File: config.mk
export PLATFORM = sky130hd
export DESIGN_NAME = esc_div
export DESIGN_NICKNAME = d
export VERILOG_FILES = /design/src/rtl/esc_pkg.sv /design/src/rtl/esc_div.sv
export SDC_FILE = /design/constraint.sdc
export NUM_CORES = 2
export LEC_CHECK = 0
export BUFFER_PORTS_ARGS = -buffer_cell sky130_fd_sc_hd__buf_2
export CORE_MARGIN = 2
export CORE_UTILIZATION = 30
export DETAILED_ROUTE_END_ITERATION = 7
export MAX_ROUTING_LAYER = met4
export PLACE_DENSITY_LB_ADDON = 0.2
export SLEW_MARGIN = 20
export SYNTH_ARGS = -nofsm -noshare
export SYNTH_HDL_FRONTEND = slang
export SYNTH_SLANG_ARGS = --single-unit
export TNS_END_PERCENT = 100
File: constraint.sdc
create_clock -name clk -period 11.84 [get_ports clk]
set_input_delay 0.592 -clock clk [delete_from_list [all_inputs] [get_ports clk]]
set_output_delay 0.592 -clock clk [all_outputs]
set_load 0.01 [all_outputs]
File: src/rtl/esc_pkg.sv
// Package with payload types, constants and helpers for the sensor compensation block.
package esc_pkg;

  localparam int CfgW = 48;
  localparam int DivW = 32;

  typedef enum logic [2:0] {
    REG_TEMP    = 3'd0,
    REG_PRESS_A = 3'd1,
    REG_PRESS_B = 3'd2,
    REG_PRESS_C = 3'd3,
    REG_HUM_A   = 3'd4,
    REG_HUM_B   = 3'd5
  } cfg_idx_t;

  typedef struct packed {
    logic [19:0] raw_temp;
    logic [19:0] raw_press;
    logic [15:0] raw_hum;
  } in_item_t;

  typedef struct packed {
    logic signed [25:0] temp_degrees;
    logic [6:0]         hum_percent;
    logic [31:0]        press_pascal;
    logic               press_valid;
  } out_item_t;

  localparam logic [31:0] HumMax = 32'd419430400;

  function automatic logic [31:0] sx16(input logic [15:0] v);
    return {{16{v[15]}}, v};
  endfunction

  function automatic logic [31:0] asr(input logic [31:0] x, input int s);
    return 32'($signed(x) >>> s);
  endfunction

  // Low 32 bits of a product of two 32-bit words.
  function automatic logic [31:0] mul32(input logic [31:0] a, input logic [31:0] b);
    return 32'(a * b);
  endfunction

endpackage

File: src/rtl/esc_div.sv
// Pipelined restoring divider, one quotient bit per stage, with a tag carried alongside.
module esc_div #(
  parameter int W = esc_pkg::DivW,
  parameter int TW = 1
) (
  input  logic          clk,
  input  logic          rst_n,
  input  logic          adv,
  input  logic          in_vld,
  input  logic [W-1:0]  num,
  input  logic [W-1:0]  den,
  input  logic [TW-1:0] tag_in,
  output logic          out_vld,
  output logic [W-1:0]  quo,
  output logic [TW-1:0] tag_out
);
  logic [W-1:0]  q_r   [W+1];
  logic [W:0]    rem_r [W+1];
  logic [W-1:0]  d_r   [W+1];
  logic [TW-1:0] t_r   [W+1];
  logic          v_r   [W+1];

  always_comb begin
    q_r[0]   = num;
    rem_r[0] = '0;
    d_r[0]   = den;
    t_r[0]   = tag_in;
    v_r[0]   = in_vld;
  end

  for (genvar i = 0; i < W; i++) begin : g_st
    logic [W:0] sh;
    logic [W:0] df;
    assign sh = {rem_r[i][W-1:0], q_r[i][W-1]};
    assign df = sh - {1'b0, d_r[i]};
    always_ff @(posedge clk) begin
      if (!rst_n) begin
        v_r[i+1] <= 1'b0;
      end else if (adv) begin
        v_r[i+1] <= v_r[i];
      end
      if (adv) begin
        rem_r[i+1] <= df[W] ? sh : df;
        q_r[i+1]   <= {q_r[i][W-2:0], ~df[W]};
        d_r[i+1]   <= d_r[i];
        t_r[i+1]   <= t_r[i];
      end
    end
  end

  assign out_vld = v_r[W];
  assign quo     = q_r[W];
  assign tag_out = t_r[W];
endmodule

# Word-level counts from Yosys, hierarchy flattened
# Cells that the tools add are included.
# W data, S select, Z words.
dict set report totals {
  register_bits 3072
  in_bits 69
  output_inout_bits 34
}
dict set report classes {
  n_addsub 32
  muxes 31
  n_bitwise 32
}
# cell count
set op_table {}
lappend op_table {{$sub A33 B32 Y33} 31}
lappend op_table {{$mux W32} 30}
lappend op_table {{$sub A1 B32 Y33} 1}
lappend op_table {{$not A1 Y1} 32}
lappend op_table {{$mux W1} 1}

# Longest topological paths before layout
dict set report logic_depth {
  ltp_word 2
  mapped_depth 16
}

# Least setup slack after synthesis
# No wires, ideal clock.
dict set report synth_path {
  path_kind {register -> register}
  startpoint {register d_r[896] in the netlist's numbering}
  endpoint {register rem_r, in the netlist g_st[5].sh[10] (data pin)}
  setup_time_ns 0.260
  arrival_ns 3.513
  path_slack_ns 8.068
  stages_incl_launch_ff 14
  cell_sequence {edfxtp_1 ha_1 fa_1 nor2b_1 o21ai_1 a2111o_1 and2_4 a31oi_4 a311oi_1 or4_1 a31oi_2 xor2_2 buf_4 mux2_2}
}
dict set report synth_via {
  elab_chain_len 2
}
# element line_no
set synth_lines {}
lappend synth_lines {{start, declared} esc_div.sv:19} ;# logic [W-1:0] d_r [W+1];
lappend synth_lines {{start signal, assigned by index} esc_div.sv:45} ;# d_r[i+1] <= d_r[i];
lappend synth_lines {{$sub A33 B32 Y33} esc_div.sv:35} ;# assign df = sh - {1'b0, d_r[i]};
lappend synth_lines {{$mux W32} esc_div.sv:43} ;# rem_r[i+1] <= df[W] ? sh : df;
lappend synth_lines {{end signal, assigned by index} esc_div.sv:43}
lappend synth_lines {{end, declared} esc_div.sv:18} ;# logic [W:0] rem_r [W+1];
# No other way between the ends.
# A chain may end at the register's enable or synchronous reset.

# Worst setup path in the final report
dict set report layout_path {
  startpoint {register d_r[832] in the netlist's numbering}
  endpoint {register rem_r, in the netlist g_st[7].sh[2] (data pin)}
}
# Same word-level chain as after synthesis.

==> implementation parameters <==
Parameter                              Value

Status
  Result of the run    complete, no violations

Yosys
  Number of storage elements in the synthesis netlist    between 3,000 and 4,000
  Number of flops mapped to enable cells by yosys    3,040
  Most frequently used cell type in the post-synthesis netlist    edfxtp_1
  Biggest area contributors in the synthesized netlist    edfxtp_1 59%, ha_1 8.0%, mux2_2 5.2%
  Synth Flop Type    edfxtp_1
  Netlist area before placement    about 160,000 um^2
  Register area share after synthesis    59.2%
  Synthesized area per cell    13.0 um^2
  List of most frequent post-synthesis cells    3,040 x edfxtp_1, 1,236 x inv_1, 993 x ha_1, 831 x a21oi_1, 722 x mux2_2
  Share of the synthesized area in the top cell type    58.8%
  Cell variety after synth    between 100 and 150
  Ys Warns    0
  Count of mapped cells out of synthesis    11,940
  Largest area contributor in the synthesized netlist    edfxtp_1
  Ys async rst share    0%

Final layout
  Layout cells sized above 1    approximately 13%
  Post-layout instance count excluding filler cells    19,571
  Area grow syn2layout    14.0%
  Number of fillers in the final layout    slightly above 50,000
  Count of nets after finishing    approximately 13,000

Routing
  Residual DRC    0
  Overall via count from detail_route    90,064
  Number of detailed-route iterations in the first pass    7
  Post-detailed-routing wire length    315 mm
  Remaining number of nets flagged by the antenna check after routing    0
  Number of DRC markers after the initial detailed-route iteration    between 4,000 and 5,000
  WL/cell    16.1 um
  Vias per std cell    4.60

Min path
  Kind of path behind the tightest hold check    input pin to register

Global routing
  Overflow left after global routing    0
  Vias in the first global route    between 90,000 and 100k
  GR Util All Layers    12.1%
  Largest net degree at the start of global routing    182
  Antenna violations before repair    8
  Global-route wire length before repair    499 mm

STA
  Hold Vio Cnt, Final    0
  Worst slew margin relative to its limit    31.2%
  Highest achievable clock rate    0.186 GHz
  TNS Setup    0 ps
  Number of pins exceeding their max-slew limit in the final report    0
  Number of failing setup endpoints in the final timing report    0
  Post-layout minimum cycle time    between 5000 and 6000 ps
  Post-route fraction of the period consumed by the critical path    45.3%
  Actual slew at the worst max-slew pin    1010 ps
  Unrepaired setup endpoints after global routing    false
  Clock skew after layout    ~73 ps
  Setup slack after layout    6470 ps

Setup path
  R2r startpoint    d_r[832]
  Max Fanout on Critical Path    33
  Data arrival time at the worst-slack endpoint    around 6000 ps
  Depth of the worst register-to-register path    14
  FF-to-FF End    g_st[7].sh[2]
  Crit end category    register
  Register-to-register path setup slack    6470 ps
  Startpoint type of the worst setup path    register
  Req. time, crit path    approximately 13,000 ps
  Launch point of the critical path    d_r[832]
  Critical Path End    g_st[7].sh[2]
  Critical setup path kind    register to register

Floorplanning
  Core Area    516,000 um^2
  Number of placement rows    264
  Starting Density    30.1%
  # IOs    103
  Die span in y    ~720 um
  Chip width    724 um
  Area enclosed by the die boundary    524,000 um^2

Place
  RD Place Congestion    0.854
  Half-perimeter wire length after placement    224 mm
  Count of placed standard cells including taps    roughly 19,000
  Setup Slack @ Placement    around 6500 ps
  Count of port buffers added during placement    102

Clock tree
  Total number of clock tree sinks    3,072
  Clock insertion delay at the later pin of the skew report    about 960 ps
  Clock tree from TritonCTS    built
  Cell at the root of the clock tree    clkbuf_16
  Number of CTS-inserted buffers    375
  Max H-tree Level    5
  Longest Clk Path Bufs    4
  Clock input transition at the sequential cells of the worst setup and hold paths    about 60 ps

Pwr
  Power density over the cells    284 nW/um^2
  IR Drop Worst-Case VDD    0.165 mV
  Static leakage power    69.5 nW

Run
  Number of violations of the max-capacitance limit    0
## area by class of cell
type	instances	area (um^2)	share of cell area, %
well taps	6916	8650	4.89
diodes	5	12.5	0.00707
repair buffers	245	1890	1.07
flip-flops and latches	3072	91900	51.9
clock inverters	226	2280	1.29
inverters	1237	4640	2.62
clock buffers	460	9750	5.51
multi-input cells	7410	57900	32.7
## placed cells by master (no fill, tap or decap), types with 450 or more instances in the layout
| master | n |
|---|---|
| edfxtp_1 | 3040 |
| inv_1 | 1236 |
| ha_1 | 993 |
| a21oi_1 | 831 |
| mux2_2 | 722 |
| xnor2_1 | 557 |
| nor2_1 | 499 |
| o21ai_0 | 490 |
| nand2_1 | 470 |
| a21o_1 | 450 |
## state kept, by name, summed over array words and instances, names as in the netlist
register	count
tag_out	1
quo	32
v_r	31
d_r	992
g_st.sh	1023
t_r	31
q_r	961
out_vld	1
## cells by family (layout without fill, tap and decap cells)
| group | Yosys count | after routing | share of synthesized area (%) |
|---|---|---|---|
| muxes | 900 | 900 | 6.56 |
| other | 1 | 20 | 0.00241 |
| and+or+nand+nor | 1960 | 1960 | 6.26 |
| xor gates and xnor gates | 827 | 827 | 4.70 |
| AOI/OAI and AO/OA | 2685 | 2685 | 11.1 |
| DFF | 3072 | 3072 | 59.2 |
| adders and majority gates | 1023 | 1023 | 8.39 |
| buffers and inverters | 1472 | 2168 | 3.76 |
## how the worst min path moves through the flow
stage	startpoint	to	slack [ps]	cells after the start
floorplan	q_r[766]	g_st[10].sh[0]	400	0
global placement	q_r[589]	q_r[558]	400	0
detailed placement	q_r[165]	q_r[134]	400	0
CTS	rst_n	v_r[26]	10	2
global route	rst_n	v_r[10]	100	2
finish	rst_n	v_r[9]	140	2
## worst max-delay path: stages, from the launching register on
cell	delay (ps)
edfxtp_1	630
ha_1	360
fa_1	410
nor2b_1	160
o31ai_1	170
a2111oi_2	530
nor4b_2	160
a211oi_1	340
o21ai_1	140
a31oi_1	360
nand3_1	120
a31oi_1	330
xor2_4	160
buf_4	420
mux2i_2	720
## metal layers
| metal | global-route usage, % | up-vias | wire (um) |
|---|---|---|---|
| met1 | 13.1 | 43021 | 127000 |
| li1 | - | 45169 | - |
| met2 | 22.3 | 1204 | 166000 |
| met4 | 4.02 | 0 | 11000 |
| met5 | - | - | 0 |
| met3 | 1.77 | 670 | 10600 |
## power breakdown
| part | switching [mW] | total [mW] | internal (mW) |
|---|---|---|---|
| Combinational | 11.2 | 21.8 | 10.6 |
| Sequential | 1.44 | 17.2 | 15.8 |
| Clock | 4.68 | 11.2 | 6.56 |
| Total | 17.4 | 50.3 | 32.9 |
## metrics by stage
step | power [mW] | hold slack (ps) | util, % | instance area [um^2]
detailed placement | 39.3 | 405 | 31.8 | 164000
finish | 50.3 | 142 | 34.3 | 177000
global route | 54.0 | 99.8 | 34.3 | 177000
floorplan | 34.2 | 400 | - | 155000
CTS | 51.1 | 13.6 | 34.3 | 177000
global placement | 39.3 | 400 | 31.8 | 164000
## repair_timing
action                                 in CTS  in global routing
endpoints found under the hold margin      69                  0
hold buffers                               67                  0
resized for setup                           0                  0
setup buffers                               0                  0
Power figures use the tool's default switching activity.
